**src/mkd_pkg.sv**
```systemverilog
`timescale 1ns / 1ps

package mkd_pkg;

    // packed code: bits 7..5 element count, bits 4..0 elements (1 dash)
    localparam int CODE_W   = 8;
    localparam int CHAR_W   = 7;
    localparam int UNIT_W   = 12;
    localparam int TABLE_N  = 35;
    localparam int LETTER_N = 26;
    localparam int MAX_ELEM = 5;

    localparam logic [UNIT_W-1:0] UNIT_RESET   = 12'd100;
    localparam logic [CHAR_W-1:0] CHAR_UNKNOWN = 7'd63;
    localparam logic [CHAR_W-1:0] CHAR_NEWLINE = 7'd10;
    localparam logic [CHAR_W-1:0] CHAR_LOWER_A = 7'd97;
    localparam logic [CHAR_W-1:0] CHAR_ZERO    = 7'd48;

    // letters a..z, then digits 0..8
    localparam logic [CODE_W-1:0] CODE_TABLE [TABLE_N] = '{
        8'h48, 8'h90, 8'h94, 8'h70, 8'h20, 8'h84, 8'h78, 8'h80, 8'h40, 8'h8e,
        8'h74, 8'h88, 8'h58, 8'h50, 8'h7c, 8'h8c, 8'h9a, 8'h68, 8'h60, 8'h30,
        8'h64, 8'h82, 8'h6c, 8'h92, 8'h96, 8'h98, 8'hbf, 8'haf, 8'ha7, 8'ha3,
        8'ha1, 8'ha0, 8'hb0, 8'hb8, 8'hbc
    };

    // code leaving the timing stage toward the output register
    typedef struct packed {
        logic              valid;
        logic [CODE_W-1:0] code;
    } mkd_result_t;

endpackage

```
**src/morse_key_decoder_core.sv**
```systemverilog
`timescale 1ns / 1ps
// path: a key sample sits in the input register from its accepting edge; its result, if
// any, enters the output word register as the sample advances and shows on the m_ side
// throughput: one sample per cycle (single timing and packing stage) unless m_ stalls
// reset: synchronous on aresetn low; time_unit returns to 100, key taken as released,
// code and tick count cleared, both channels empty

module morse_key_decoder_core
    import mkd_pkg::*;
#(
    parameter int COUNT_WIDTH = 16
) (
    input  logic              aclk,
    input  logic              aresetn,
    input  logic              s_tvalid,
    output logic              s_tready,
    input  logic [7:0]        s_tdata,   // [0] key_level
    output logic              m_tvalid,
    input  logic              m_tready,
    output logic [15:0]       m_tdata,   // [6:0] char_out, [14:7] code_word
    input  logic              cfg_valid,
    output logic              cfg_ready,
    input  logic [UNIT_W-1:0] cfg_data
);

    logic              in_valid_reg, in_level_reg;
    logic              m_valid_reg;
    logic [CHAR_W-1:0] char_reg;
    logic [CODE_W-1:0] code_reg;
    logic              advance;
    mkd_result_t       result;
    logic [CHAR_W-1:0] char_dec;

    // handshakes: input stage moves on when the output register is free or draining
    assign advance   = in_valid_reg && (!m_valid_reg || m_tready);
    assign s_tready  = !in_valid_reg || advance;
    assign cfg_ready = 1'b1;

    mkd_step #(
        .COUNT_WIDTH(COUNT_WIDTH)
    ) u_step (
        .aclk    (aclk),
        .aresetn (aresetn),
        .cfg_we  (cfg_valid && cfg_ready),
        .cfg_unit(cfg_data),
        .step_en (advance),
        .level   (in_level_reg),
        .result  (result)
    );

    mkd_decode u_decode (
        .code    (result.code),
        .char_out(char_dec)
    );

    // input register
    always_ff @(posedge aclk) begin
        if (!aresetn) begin
            in_valid_reg <= 1'b0;
        end else if (s_tvalid && s_tready) begin
            in_valid_reg <= 1'b1;
        end else if (advance) begin
            in_valid_reg <= 1'b0;
        end
        if (s_tvalid && s_tready) begin
            in_level_reg <= s_tdata[0];
        end
    end

    // output word register
    always_ff @(posedge aclk) begin
        if (!aresetn) begin
            m_valid_reg <= 1'b0;
        end else if (result.valid) begin
            m_valid_reg <= 1'b1;
        end else if (m_tready) begin
            m_valid_reg <= 1'b0;
        end
        if (result.valid) begin
            char_reg <= char_dec;
            code_reg <= result.code;
        end
    end

    assign m_tvalid = m_valid_reg;
    assign m_tdata  = {1'b0, code_reg, char_reg};

`ifndef ASSERT_OFF
    a_newline_code: assert property (@(posedge aclk) disable iff (!aresetn)
        (m_valid_reg && char_reg == CHAR_NEWLINE) |-> (code_reg == '0))
        else $error("newline word carries a nonzero code");

    a_in_hold: assert property (@(posedge aclk) disable iff (!aresetn)
        (in_valid_reg && !advance) |=> (in_valid_reg && $stable(in_level_reg)))
        else $error("stalled sample lost or changed");

    a_reset_empty: assert property (@(posedge aclk)
        !aresetn |=> (!m_valid_reg && !in_valid_reg))
        else $error("channels not empty after reset");
`endif

endmodule

```
**src/mkd_decode.sv**
```systemverilog
`timescale 1ns / 1ps

module mkd_decode
    import mkd_pkg::*;
(
    input  logic [CODE_W-1:0] code,
    output logic [CHAR_W-1:0] char_out
);

    // parallel match against the code table, first hit wins
    always_comb begin
        logic hit;
        hit = 1'b0;
        char_out = CHAR_UNKNOWN;
        if (code == '0) begin
            char_out = CHAR_NEWLINE;
        end else begin
            for (int i = 0; i < TABLE_N; i++) begin
                if (!hit && CODE_TABLE[i] == code) begin
                    hit = 1'b1;
                    if (i < LETTER_N) begin
                        char_out = CHAR_LOWER_A + CHAR_W'(i);
                    end else begin
                        char_out = CHAR_ZERO + CHAR_W'(i - LETTER_N);
                    end
                end
            end
        end
    end

endmodule

```
**src/mkd_step.sv**
```systemverilog
`timescale 1ns / 1ps

module mkd_step
    import mkd_pkg::*;
#(
    parameter int COUNT_WIDTH = 16
) (
    input  logic              aclk,
    input  logic              aresetn,
    input  logic              cfg_we,
    input  logic [UNIT_W-1:0] cfg_unit,
    input  logic              step_en,
    input  logic              level,
    output mkd_result_t       result
);

    localparam int CMP_W = COUNT_WIDTH + 4;

    typedef enum logic [1:0] {
        PH_CHAR  = 2'd0,
        PH_AFTER = 2'd1,
        PH_IDLE  = 2'd2
    } phase_t;

    logic [UNIT_W-1:0]      unit_reg;
    logic [COUNT_WIDTH-1:0] elapsed_reg, elapsed_next;
    phase_t                 phase_reg, phase_next;
    logic [CODE_W-1:0]      code_reg, code_next;
    logic                   prev_reg;

    logic [COUNT_WIDTH-1:0] inc;
    logic [CMP_W-1:0]       inc_x, two_u, six_u;
    logic                   changed, fire_word, fire_char, dash;
    logic [2:0]             len, len_eff;
    logic [4:0]             elems;

    // saturating tick count and the two gap thresholds
    assign inc     = (elapsed_reg == '1) ? elapsed_reg : elapsed_reg + COUNT_WIDTH'(1);
    assign inc_x   = CMP_W'(inc);
    assign two_u   = CMP_W'({unit_reg, 1'b0});
    assign six_u   = CMP_W'({unit_reg, 2'b00}) + two_u;
    assign changed = (level != prev_reg);

    assign fire_word = (phase_reg == PH_AFTER) && (inc_x > six_u);
    assign fire_char = (phase_reg == PH_CHAR) && (inc_x > two_u);

    // element packing on release
    assign len     = code_reg[7:5];
    assign len_eff = (len >= 3'(MAX_ELEM)) ? 3'd0 : len;
    assign dash    = (inc_x >= two_u);
    assign elems   = ((len >= 3'(MAX_ELEM)) ? 5'd0 : code_reg[4:0])
                   | (5'(dash) << (3'd4 - len_eff));

    // next state and emitted code
    always_comb begin
        elapsed_next = changed ? '0 : inc;
        phase_next   = phase_reg;
        code_next    = code_reg;
        result.valid = 1'b0;
        result.code  = code_reg;
        if (changed && level) begin
            phase_next   = PH_CHAR;
            result.valid = (len >= 3'(MAX_ELEM));
            code_next    = {len_eff + 3'd1, elems};
        end else if (changed || level) begin
            if (fire_word || fire_char) begin
                result.valid = 1'b1;
                code_next    = '0;
            end
            if (changed) begin
                phase_next = PH_IDLE;
            end else if (fire_word) begin
                phase_next = PH_IDLE;
            end else if (fire_char) begin
                phase_next = PH_AFTER;
            end
        end
        result.valid = result.valid & step_en;
    end

    // state registers
    always_ff @(posedge aclk) begin
        if (!aresetn) begin
            unit_reg    <= UNIT_RESET;
            elapsed_reg <= '0;
            phase_reg   <= PH_IDLE;
            code_reg    <= '0;
            prev_reg    <= 1'b1;
        end else begin
            if (cfg_we) begin
                unit_reg <= cfg_unit;
            end
            if (step_en) begin
                elapsed_reg <= elapsed_next;
                phase_reg   <= phase_next;
                code_reg    <= code_next;
                prev_reg    <= level;
            end
        end
    end

`ifndef ASSERT_OFF
    a_len_bound: assert property (@(posedge aclk) disable iff (!aresetn)
        result.valid |-> (result.code[7:5] <= 3'(MAX_ELEM)))
        else $error("emitted code holds more than five elements");

    a_count_clear: assert property (@(posedge aclk) disable iff (!aresetn)
        (step_en && changed) |=> (elapsed_reg == '0))
        else $error("tick count not cleared on level change");

    a_release_pack: assert property (@(posedge aclk) disable iff (!aresetn)
        (step_en && changed && level) |=> (phase_reg == PH_CHAR && code_reg[7:5] != 3'd0))
        else $error("release did not start a character");
`endif

endmodule
```
**config.mk**
```make
export PLATFORM = sky130hd
export DESIGN_NAME = morse_key_decoder_core
export DESIGN_NICKNAME = d
export VERILOG_FILES = /design/src/mkd_pkg.sv /design/src/morse_key_decoder_core.sv /design/src/mkd_decode.sv /design/src/mkd_step.sv
export SDC_FILE = /design/constraint.sdc
export NUM_CORES = 1
export LEC_CHECK = 0
export ABC_AREA = 0
export ABC_CLOCK_PERIOD_IN_PS = 5300
export BUFFER_PORTS_ARGS = -buffer_cell sky130_fd_sc_hd__clkbuf_2
export CAP_MARGIN = 25
export CORE_MARGIN = 3
export CORE_UTILIZATION = 55
export CTS_CLUSTER_SIZE = 8
export DETAILED_ROUTE_END_ITERATION = 8
export PLACE_DENSITY = 0.86
export RECOVER_POWER = 25
export SYNTH_ARGS = -nofsm -noshare
export SYNTH_HDL_FRONTEND = slang
export SYNTH_SLANG_ARGS = --single-unit
export TNS_END_PERCENT = 1
```
**constraint.sdc**
```tcl
create_clock -name aclk -period 5.3 [get_ports aclk]
set_input_delay 1.325 -clock aclk [delete_from_list [all_inputs] [get_ports aclk]]
set_output_delay 1.325 -clock aclk [all_outputs]
set_load 0.01 [all_outputs]
```
# ---- After elaboration in Yosys (flattened, before gate mapping)
# Index checks and enable logic that the tools add are counted.
dict set report word_totals {
  register_bits 57
  inputBits 25
}
dict set report classes {
  n_addsub 4
  n_lt_le_gt_ge 4
  eq_ne 38
  n_shift 1
  muxes 122
  bitwise 2
  reduce_logical 90
}
# cell n
set ops {}
lappend ops {{2-to-1 mux 7 bit} 26}
lappend ops {{equality test 8 bit, first input constant} 21}
lappend ops {{equality test 7 x 8 -> 1 bit, first input constant} 12}
lappend ops {{2-to-1 mux 1 bit} 75}
lappend ops {{2-to-1 mux 6 bit} 9}
lappend ops {{logical AND 1 bit} 39}
lappend ops {{logical NOT 1 bit} 36}
lappend ops {{2-to-1 mux 16 bit} 2}
lappend ops {{2-to-1 mux 8 bit} 3}
lappend ops {{greater-than comparator 16 x 20 -> 1 bit} 1}
lappend ops {{adder 16 x 1 -> 16 bit, second input constant} 1}
lappend ops {{equality test 16 bit, second input constant} 1}
lappend ops {{equality test 6 x 8 -> 1 bit, first input constant} 2}
lappend ops {{>= comparator 16 x 13 -> 1 bit} 1}
lappend ops {{greater-than comparator 16 x 13 -> 1 bit} 1}
lappend ops {{adder 14 x 13 -> 15 bit} 1}
lappend ops {{2-to-1 mux 2 bit} 5}
lappend ops {{OR reduction 10 bit} 1}
lappend ops {{logical NOT 8 bit} 1}
lappend ops {{nonzero test 2 bit} 4}
lappend ops {{AND reduction 3 bit} 2}
lappend ops {{2-to-1 mux 5 bit} 1}
lappend ops {{OR 5 bit} 1}
lappend ops {{left shift 1 x 3 -> 5 bit} 1}
lappend ops {{11 further kinds} 14}

# ---- Longest topological paths before layout
# Gate-level depths: netlist of the first run.
dict set report depth {
  ltp_word 138
  depth_mapped 19
  mapped_depth_nobuf 19
}

# ---- Cells and area by module
# Synthesis of the first run repeated with hierarchy kept, for this count alone.
dict set report unflattened {
  cells_unflattened 555
  hier_area_um2 4728.3
}
# mod instances cells_per_inst area_each_um2
set by_module_without_submodules {}
lappend by_module_without_submodules {mkd_step 1 401 3340.7}
lappend by_module_without_submodules {mkd_decode 1 125 780.7}
lappend by_module_without_submodules {morse_key_decoder_core 1 29 606.8}

# ---- Worst setup path after synthesis of the first run
# No wires, ideal clock.
dict set report synth_timing {
  path_type {register to register}
  from {register u_step.unit_reg[1]}
  to {register char_reg[0] (enable)}
  setup_time_ns 0.392
  arrival_ns 4.270
  setup_slack_ns 0.638
  stages_incl_launch_ff 20
  synth_period_minus_slack_ns 4.662
  path_cell_list {dfxtp_1 > ha_1 > fa_1 > a21o_1 > a21oi_1 > o21bai_1 > a21oi_1 > o21ai_0 > a21oi_1 > nor3_1 > a311o_1 > ha_1 > o21ai_0 > nand2b_1 > a21oi_1 > a211oi_1 > a22oi_1 > a21oi_1 > nand2_1 > a21oi_1}
}
# item line_no
set synth_rtl {}
lappend synth_rtl {{start: declaration} mkd_step.sv:25} ;# logic [UNIT_W-1:0] unit_reg;
lappend synth_rtl {{start signal: assignment} mkd_step.sv:91} ;# unit_reg <= cfg_unit;
lappend synth_rtl {{end signal: assignment} morse_key_decoder_core.sv:80} ;# char_reg <= char_dec;
lappend synth_rtl {{end: declaration} morse_key_decoder_core.sv:28} ;# logic [CHAR_W-1:0] char_reg;

==> results of run 1 <==
where the power goes:
| group | internal, mW | leakage [nW] | switching, mW |
|---|---|---|---|
| Combinational | 0.0614 | 1.53 | 0.0881 |
| Clock | 0.163 | 0.0735 | 0.184 |
| Sequential | 0.454 | 0.476 | 0.0120 |
cell usage in the layout (no fill, tap or decap), types with 6 or more instances in the layout:
cell type | netlist | final
nor2_1 | 60 | 60
nand2_1 | 48 | 48
ha_1 | 43 | 43
dfxtp_1 | 41 | 41
clkbuf_2 | 0 | 32
a21oi_1 | 30 | 30
inv_1 | 26 | 27
o21ai_0 | 25 | 25
nand3_1 | 17 | 17
edfxtp_1 | 16 | 16
nor3_1 | 15 | 15
xnor2_1 | 12 | 12
a22oi_1 | 11 | 11
mux2i_1 | 11 | 11
nand4_1 | 10 | 10
nor2b_1 | 9 | 9
a21o_1 | 9 | 9
nand2b_1 | 9 | 9
xor2_1 | 9 | 9
or3_1 | 9 | 9
clkbuf_8 | 0 | 9
and3_1 | 7 | 7
a31oi_1 | 7 | 7
o211ai_1 | 7 | 7
nor4_1 | 6 | 6
through the flow:
stage / power [mW] / hold slack [ns] / instances / setup WS, ns / util [%]
6_report: 0.963 / 0.522 / 679 / 0.319 / 61.8
3_3_place_gp: 0.615 / 0.504 / 663 / 0.593 / 59.9
2_1_floorplan: 0.587 / 0.406 / 559 / 0.638 / -
3_5_place_dp: 0.622 / 0.509 / 663 / 0.474 / 59.9
4_1_cts: 0.966 / 0.517 / 679 / 0.422 / 61.9
5_1_grt: 1.01 / 0.549 / 679 / 0.0617 / 61.8
worst paths after layout:
| kind | from | to | slack [ns] | cells after the start |
|---|---|---|---|---|
| setup / recovery | u_step.unit_reg[1] | char_reg[3] | 0.32 | 20 |
| hold / removal | u_step.prev_reg | u_step.prev_reg | 0.52 | 2 |
| setup reg to reg | u_step.unit_reg[1] | char_reg[3] | 0.32 | 20 |
| hold reg to reg | u_step.prev_reg | u_step.prev_reg | 0.52 | 2 |
cell families after synthesis:
family | count (synthesis)
compound gates | 141
xor+xnor | 21
fa+ha+maj | 44
buf+inv | 61
flops | 57
mux | 12
other cells | 2
simple gates | 221
critical path: stages, from the launching register on:
cell	delay, ns
dfxtp_1	0.38
ha_1	0.24
fa_1	0.43
a21o_1	0.18
a21oi_1	0.24
o21bai_1	0.10
a21oi_1	0.23
o21ai_0	0.11
a21oi_1	0.31
nor3_1	0.09
a311o_1	0.33
ha_1	0.32
o21ai_0	0.10
nand2b_1	0.07
a21oi_1	0.06
a211oi_1	0.42
a22oi_1	0.26
a21oi_1	0.23
nand2_1	0.10
a21oi_1	0.18
buf_4	0.29
per-layer routing:
| layer | share of wire, % | vias to the layer above |
|---|---|---|
| li1 | - | 2093 |
| met1 | 43 | 2021 |
| met2 | 48 | 166 |
| met3 | 6.2 | 31 |
| met4 | 2.5 | 0 |
| met5 | 0 | - |
layout make-up:
| cell class | count | area, µm² |
|---|---|---|
| clock buffers | 11 | 131 |
| flip-flops and latches | 57 | 1300 |
| well taps | 102 | 128 |
| fillers | 695 | 3010 |
| repair buffers | 35 | 175 |
| multi-input cells | 441 | 3010 |
| inverters | 28 | 105 |
| clock inverters | 5 | 22.5 |
==> results by group, run 1 <==
Finish
  • Post-route cell area: 0.00488 mm²
  • Max FFs per register: 16
  • Ant diodes: 0
  • Total Nets Final: 641
  • Layout area overhead: 6.88%
  • Share of post-route cells with drive strength above 1: 10.9%

Timing
  • Worst clock skew: ~0.02 ns
  • Final TNS setup: 0 ns
  • Crit path time final: approximately 5.0 ns
  • Crit share post-route: between 90% and 100%
  • RSZ-0062 raised after global routing: no
  • Final setup viols: 0
  • Slew HR: about a third
  • Peak Freq: ~0.2 GHz
  • Worst slew pin tran: 1.02 ns
  • Final Hold Vio Count: 0
  • Slew Limit Fails: 0

Drt
  • Via count: 4,311
  • Wirelength per Cell: 16.7 µm
  • Via density: ~6.3
  • Initial drt markers: between 200 and 300
  • Routed Antenna Nets: 0
  • DRC: 0
  • Final WL: between 10,000 and 15,000 µm
  • DRT Pass-1 Iters: 5

GRT
  • Met2 usage: slightly above 40%
  • Gr usage total: 24.0%
  • Initial antenna violation count: 0
  • Met3 usage: around 4.5%
  • Vias in the first global route: roughly 4,000
  • Grt peak-use layer: met2
  • Global-route wire length before repair: 18,900 µm
  • Largest net degree at the start of global routing: 30
  • Grt met1 use: 29.5%
  • Final global-route overflow total: 0

Setup path
  • CP Data Arrival Time: 5.02 ns
  • CP Launch Type: flip-flop
  • Worst path required time: between 5 and 6 ns
  • Worst setup EP type: flip-flop
  • CP Class: flip-flop to flip-flop
  • Crit path max fanout: 15

Logic synthesis
  • Syn Inst Count: between 500 and 600
  • Synth Area in Adders: 12.2%
  • Async SR Flop Fraction: 0%
  • #FFs+latches synth: 57
  • Syn_nets: 628
  • Post-Syn Area: between 0.004 and 0.005 mm²
  • Top FF cell, synth: dfxtp_1
  • Synth Area in Simple Gates: around a quarter
  • Post-synthesis mux area share: 2.66%
  • Largest family of logic cells by synthesized area: simple AND/OR/NAND/NOR gates
  • Distinct cells, synth: 77
  • Post-synth EDFFs: 16
  • Synth Area per Inst: 8.16 µm²
  • Top-area cell type share of the netlist area: roughly 18%
  • Post-synth top cells: nor2_1 (60), nand2_1 (48), ha_1 (43)
  • Top cells by area, synth: dfxtp_1 (18%), ha_1 (12%), edfxtp_1 (11%)
  • Post-synthesis sequential area ratio: about 29%
  • Xor and xnor area share after synthesis: approximately 4%
  • Most common cell in the netlist: nor2_1
  • Area leader, netlist: dfxtp_1
  • Ys Warns: 0
  • Post-synthesis compound-gate area fraction: 21.5%

Job
  • MaxCap Viol Count: 0

Die
  • Die width: roughly 97 µm
  • Core area: around 0.0079 mm²
  • Initial core utilization: 57.9%
  • Core Rows: 32
  • Overall die height: slightly below 100 µm
  • I/O pin cnt: between 40 and 50
  • Die area: about 0.0094 mm²

Min path
  • Min-delay worst type: flip-flop to flip-flop

CTS
  • H-tree Lvls: 3
  • CTS tree: yes
  • Post-CTS setup buffer count: 0
  • Clock transition at the registers of the reported paths: 0.07 ns
  • Total CTS buffers: 9
  • Max Root-Sink Buffers: 2
  • Post-CTS Resized: 0
  • CTS root buf: clkbuf_8
  • Worst-skew pair later-pin latency: roughly 0.36 ns
  • Cts hold-fix bufs: 0
  • CTS sink count: 57

Outcome
  • Status: complete, no violations

Place
  • Port Buffer Count: 34
  • Placed Area: 0.00473 mm²
  • Routability Congestion: 1.00
  • Post-DP HPWL: 8260 µm

Power and ir drop
  • Max rail drop VDD: approximately 0.13 mV
  • Lkg Pwr: about 2.1 nW
  • Power per cell area: ~200 mW/mm²
(Power assumes the default switching activity.)
==> run 2: changes to the inputs <==
--- a/config.mk
+++ b/config.mk
@@ -13,7 +13,7 @@
 export CORE_UTILIZATION = 55
 export CTS_CLUSTER_SIZE = 8
 export DETAILED_ROUTE_END_ITERATION = 8
-export PLACE_DENSITY = 0.86
+export PLACE_DENSITY = 0.75
 export RECOVER_POWER = 25
 export SYNTH_ARGS = -nofsm -noshare
 export SYNTH_HDL_FRONTEND = slang
==> run 2 against run 1 <==
Non-clock buffer count stayed put. Global-route usage is 0.41 points lower. Clock power is 31% higher. Final area is 1.3% higher. First-iteration DRC count is 1.4% higher. Routed wire length is 2.7% lower. Utilization is 0.78 points higher. Sequential power hardly changed. Sequential cell count stayed put. Via count is 2.5% lower. Critical path type unchanged. Largest power group unchanged.
==> results by group, run 2 (same netlist as run 1, synthesis figures left out) <==
CTS
  • Total CTS buffers: 9
  • CTS root buf: clkbuf_8
  • CTS sink count: 57
  • Cts hold-fix bufs: 0
  • CTS tree: yes
  • Post-CTS Resized: 0
  • H-tree Lvls: 3
  • Worst-skew pair later-pin latency: ~0.33 ns
  • Post-CTS setup buffer count: 0
  • Max Root-Sink Buffers: 2
  • Clock transition at the registers of the reported paths: approximately 0.070 ns

GRT
  • Vias in the first global route: slightly below 4,000
  • Global-route wire length before repair: 18,600 µm
  • Initial antenna violation count: 0
  • Final global-route overflow total: 0
  • Largest net degree at the start of global routing: 30
  • Gr usage total: 23.5%

Outcome
  • Status: complete, no violations

Timing
  • Final setup viols: 0
  • Slew HR: 37.8%
  • Final Hold Vio Count: 0
  • RSZ-0062 raised after global routing: no
  • Peak Freq: between 0.2 and 0.25 GHz
  • Final TNS setup: 0 ns
  • Slew Limit Fails: 0
  • Worst hold slack: 0.517 ns
  • Crit share post-route: about 93%
  • Worst clock skew: ~0.0074 ns
  • Worst Setup Slack, final: 0.356 ns
  • Worst slew pin tran: 0.932 ns
  • Crit path time final: between 4 and 5 ns

Setup path
  • Worst R2R Path Depth: 20
  • Worst setup EP type: flip-flop
  • CP Launch Type: flip-flop
  • R2R Path End: code_reg[5]
  • CP Class: flip-flop to flip-flop
  • Worst path required time: 5.37 ns
  • R2R Path Start: u_step.unit_reg[1]
  • Crit path max fanout: 15
  • CP Data Arrival Time: 5.02 ns
  • Reg2Reg Setup Slack: between 0.3 and 0.4 ns

Drt
  • Via density: ~6.2
  • DRT Pass-1 Iters: 5
  • Via count: about 4,200
  • Final WL: around 11,000 µm
  • Initial drt markers: slightly below 300
  • Routed Antenna Nets: 0
  • DRC: 0
  • Wirelength per Cell: around 16 µm

Finish
  • Commonest non-fill, non-tap cell in the layout: nor2_1
  • Max FFs per register: 16
  • Total Nets Final: 641
  • Share of post-route cells with drive strength above 1: between 10% and 20%
  • Non-filler instance count after layout: 679
  • Ant diodes: 0
  • Most frequent cells in the layout: nor2_1 (60), nand2_1 (48), ha_1 (43)
  • Multi-input logic area: about 0.003 mm²
  • Number of fill cells: 672
  • Layout area overhead: 8.23%
  • Post-route cell area: slightly below 0.005 mm²
  • Storage cell area: 0.00130 mm²
  • Fin util: 62.6%

Power and ir drop
  • Total power: ~1.1 mW
  • Max rail drop VDD: 0.110 mV
  • Power per cell area: between 200 and 250 mW/mm²
  • Lkg Pwr: about 2.1 nW

Min path
  • Hold worst-path end: u_step.prev_reg
  • Hold Startpoint: u_step.prev_reg
  • Min-delay worst type: flip-flop to flip-flop
  • Hold path cells: 2

Die
  • Core Rows: 32
  • Initial core utilization: around 58%
  • I/O pin cnt: 44
  • Die width: roughly 97 µm
  • Overall die height: 97.1 µm
  • Die area: 0.00943 mm²
  • Core area: ~0.008 mm²

Place
  • Routability Congestion: 0.935
  • Placed cells: 663
  • Worst slack, placed: around 0.45 ns
  • Post-DP HPWL: approximately 8000 µm
  • Placed Area: about 0.0047 mm²
  • Port Buffer Count: 34

Job
  • MaxCap Viol Count: 0
-- run 2: cell count changes in the layout (fill, tap and decap cells not counted), sizes merged --
cell / delta
bufinv: +2
clkinvlp: -1
clkinv: -3
clkbuf: +2
-- run 2: layout make-up --
cell class,instances,share of cell area (%)
clock buffers,13,3.01
flip-flops and latches,57,26.3
well taps,102,2.58
multi-input cells,441,61.0
clock inverters,3,1.32
inverters,28,2.13
repair buffers,35,3.57
-- run 2: critical path, cell delays in order, from the launching register on --
cell and delay, ns:
dfxtp_1 0.37, ha_1 0.23, fa_1 0.41, a21o_1 0.19, a21oi_1 0.26, o21bai_1 0.10
a21oi_1 0.23, o21ai_0 0.10, a21oi_1 0.33, o21ai_0 0.15, a31oi_1 0.22, ha_1 0.29
a2111oi_0 0.38, o21ai_0 0.15, a21oi_1 0.15, a211oi_1 0.14, a22oi_1 0.39, a21oi_1 0.15
nand2_1 0.12, a21oi_1 0.07, buf_4 0.25
-- run 2: report_power, final --
group	internal, mW	switching (mW)
Sequential	0.454	0.0119
Clock	0.278	0.177
Combinational	0.0612	0.0869
-- run 2: layer usage --
layer	part of all wire, %	vias to the layer above	track usage [%]
met5	0	-	0
met4	1.2	0	7.45
met3	6.7	18	3.73
met2	44	163	35.8
met1	48	1940	34.2
li1	-	2081	-
-- run 2: worst max path at each step --
stage | slack (ns) | endpoint | startpoint
finish | 0.36 | code_reg[5] | u_step.unit_reg[1]
global route | 0.09 | u_step.code_reg[4] | u_step.unit_reg[1]
CTS | 0.42 | u_step.code_reg[4] | u_step.unit_reg[1]
detailed placement | 0.45 | u_step.code_reg[4] | u_step.unit_reg[1]
global placement | 0.56 | u_step.code_reg[0] | u_step.unit_reg[1]
floorplan | 0.64 | char_reg[0] | u_step.unit_reg[1]
==> run 3: changes to the inputs <==
--- a/config.mk
+++ b/config.mk
@@ -10,12 +10,12 @@
 export BUFFER_PORTS_ARGS = -buffer_cell sky130_fd_sc_hd__clkbuf_2
 export CAP_MARGIN = 25
 export CORE_MARGIN = 3
-export CORE_UTILIZATION = 55
+export CORE_UTILIZATION = 60
 export CTS_CLUSTER_SIZE = 8
 export DETAILED_ROUTE_END_ITERATION = 8
-export PLACE_DENSITY = 0.75
+export PLACE_DENSITY = 0.81
 export RECOVER_POWER = 25
 export SYNTH_ARGS = -nofsm -noshare
 export SYNTH_HDL_FRONTEND = slang
 export SYNTH_SLANG_ARGS = --single-unit
-export TNS_END_PERCENT = 1
+export TNS_END_PERCENT = 100
==> run 3 against run 2 <==
Cell count fell by 0.44%. Clock power rose by 4.8%. Fmax up 1.6%. Sequential cell count unchanged. Non-clock buffer count unchanged.
==> results by group, run 3 (same netlist as run 1, synthesis figures left out) <==
Timing
  • Peak Freq: approximately 0.2 GHz
  • Final Hold Vio Count: 0
  • Final setup viols: 0
  • Worst clock skew: between 0.01 and 0.015 ns
  • Worst hold slack: 0.523 ns
  • Crit path time final: around 4.9 ns
  • Crit share post-route: 91.8%
  • Final TNS setup: 0 ns
  • Slew Limit Fails: 0
  • Slew HR: a little over a third
  • Worst slew pin tran: about 0.95 ns

Place
  • Routability Congestion: between 0.9 and 1
  • Post-DP HPWL: roughly 8000 µm
  • Port Buffer Count: 34

Setup path
  • Reg2Reg Setup Slack: roughly 0.44 ns
  • R2R Path End: code_reg[7]
  • CP Launch Type: flip-flop
  • CP Data Arrival Time: roughly 4.9 ns
  • Worst setup EP type: flip-flop
  • Worst R2R Path Depth: 20
  • Worst path required time: 5.34 ns
  • Crit path max fanout: 15
  • R2R Path Start: u_step.unit_reg[1]
  • CP Class: flip-flop to flip-flop

Die
  • Initial core utilization: 62.2%
  • Overall die height: 93.2 µm
  • Die area: approximately 0.0087 mm²
  • Core Rows: 31
  • Die width: around 93 µm
  • I/O pin cnt: between 40 and 50
  • Core area: roughly 0.0073 mm²

GRT
  • Global-route wire length before repair: between 15,000 and 20,000 µm
  • Gr usage total: about a quarter
  • Final global-route overflow total: 0
  • Vias in the first global route: around 4,000
  • Largest net degree at the start of global routing: 30
  • Initial antenna violation count: 0

CTS
  • Worst-skew pair later-pin latency: approximately 0.36 ns
  • CTS tree: yes
  • Max Root-Sink Buffers: 2
  • Total CTS buffers: 9
  • CTS sink count: 57
  • Cts hold-fix bufs: 0
  • CTS root buf: clkbuf_8
  • Clock transition at the registers of the reported paths: 0.08 ns
  • H-tree Lvls: 3

Drt
  • Final WL: roughly 11,000 µm
  • Wirelength per Cell: approximately 16 µm
  • Via density: between 6 and 7
  • Initial drt markers: around 270
  • Via count: 4,201
  • Routed Antenna Nets: 0
  • DRT Pass-1 Iters: 5
  • DRC: 0

Finish
  • Commonest non-fill, non-tap cell in the layout: nor2_1
  • Share of post-route cells with drive strength above 1: about 12%
  • Total Nets Final: approximately 640
  • Most frequent cells in the layout: nor2_1 (60), nand2_1 (48), ha_1 (43)
  • Layout area overhead: 8.61%
  • Ant diodes: 0
  • Max FFs per register: 16
  • Fin util: 67.6%

Power and ir drop
  • Total power: between 1 and 1.5 mW
  • Lkg Pwr: 2.12 nW
  • Power per cell area: 220 mW/mm²
  • Combinational power share: a little over an eighth
  • Clock share of power: roughly 44%
  • Switching Fraction: between 20 and 30%
  • Sw Pwr: 0.305 mW
  • Int Pwr: approximately 0.78 mW
  • Seq pwr share: a little over two fifths
  • Max rail drop VDD: roughly 0.16 mV

Min path
  • Hold path cells: 2
  • Min-delay worst type: flip-flop to flip-flop
  • Hold Startpoint: u_step.prev_reg
  • Hold worst-path end: u_step.prev_reg

Job
  • MaxCap Viol Count: 0

Outcome
  • Status: complete, no violations
-- run 3: repair_timing --
item,4_1_cts,5_1_grt
setup endpoints to repair,0,14
setup buffers,0,0
gates resized for setup,0,2
-- run 3: stage by stage --
stage	setup slack (ns)	area [µm²]	instances
after global placement	0.564	4720	660
after CTS	0.432	4950	676
final	0.435	4960	676
after detailed placement	0.465	4720	660
after floorplan	0.638	4560	559
after global routing	-0.0107	4960	676
-- run 3: worst max-delay path by stage --
stage	start	endpoint	slack, ns	cells after the start
2_1_floorplan	u_step.unit_reg[1]	char_reg[0]	0.64	19
6_report	u_step.unit_reg[1]	code_reg[7]	0.44	20
5_1_grt	u_step.unit_reg[1]	code_reg[7]	-0.01	19
3_3_place_gp	u_step.unit_reg[1]	u_step.code_reg[4]	0.56	19
3_5_place_dp	u_step.unit_reg[1]	u_step.code_reg[4]	0.46	19
4_1_cts	u_step.unit_reg[1]	u_step.code_reg[0]	0.43	19
-- run 3: power by group through the flow --
stage / registers [mW] / logic, mW / clock network [mW]
2_1_floorplan: 0.471 / 0.116 / 0
3_3_place_gp: 0.475 / 0.140 / 0
3_5_place_dp: 0.476 / 0.144 / 0
4_1_cts: 0.466 / 0.146 / 0.477
5_1_grt: 0.467 / 0.169 / 0.498
6_report: 0.466 / 0.147 / 0.476
-- run 3: area by class of cell --
class                   instances  area (µm²)
well taps                      99         124
fillers                       624        2370
flip-flops and latches         57        1300
repair buffers                 35         175
clock inverters                 7         101
clock buffers                   9         124
inverters                      28         105
multi-input cells             441        3030
-- run 3: layer usage --
| metal | GRT usage (%) | wire (µm) | vias to the layer above |
|---|---|---|---|
| li1 | - | - | 2088 |
| met3 | 4.51 | 554 | 26 |
| met5 | 0 | 0 | - |
| met1 | 33.1 | 4670 | 1928 |
| met4 | 8.79 | 255 | 0 |
| met2 | 44.5 | 5410 | 159 |
-- run 3: worst max-delay path, cell delays in order, from the launching register on --
cell	delay, ns
dfxtp_1	0.37
ha_1	0.23
fa_1	0.40
a21o_1	0.17
a21oi_1	0.23
o21bai_1	0.09
a21oi_1	0.22
o21ai_0	0.11
a21oi_1	0.34
nor3_1	0.10
a311o_1	0.34
ha_1	0.30
o21ai_0	0.09
nand2b_1	0.07
a21oi_1	0.06
a211oi_1	0.49
a22oi_2	0.22
a21oi_1	0.22
nand2_1	0.10
a21oi_1	0.13
buf_4	0.27
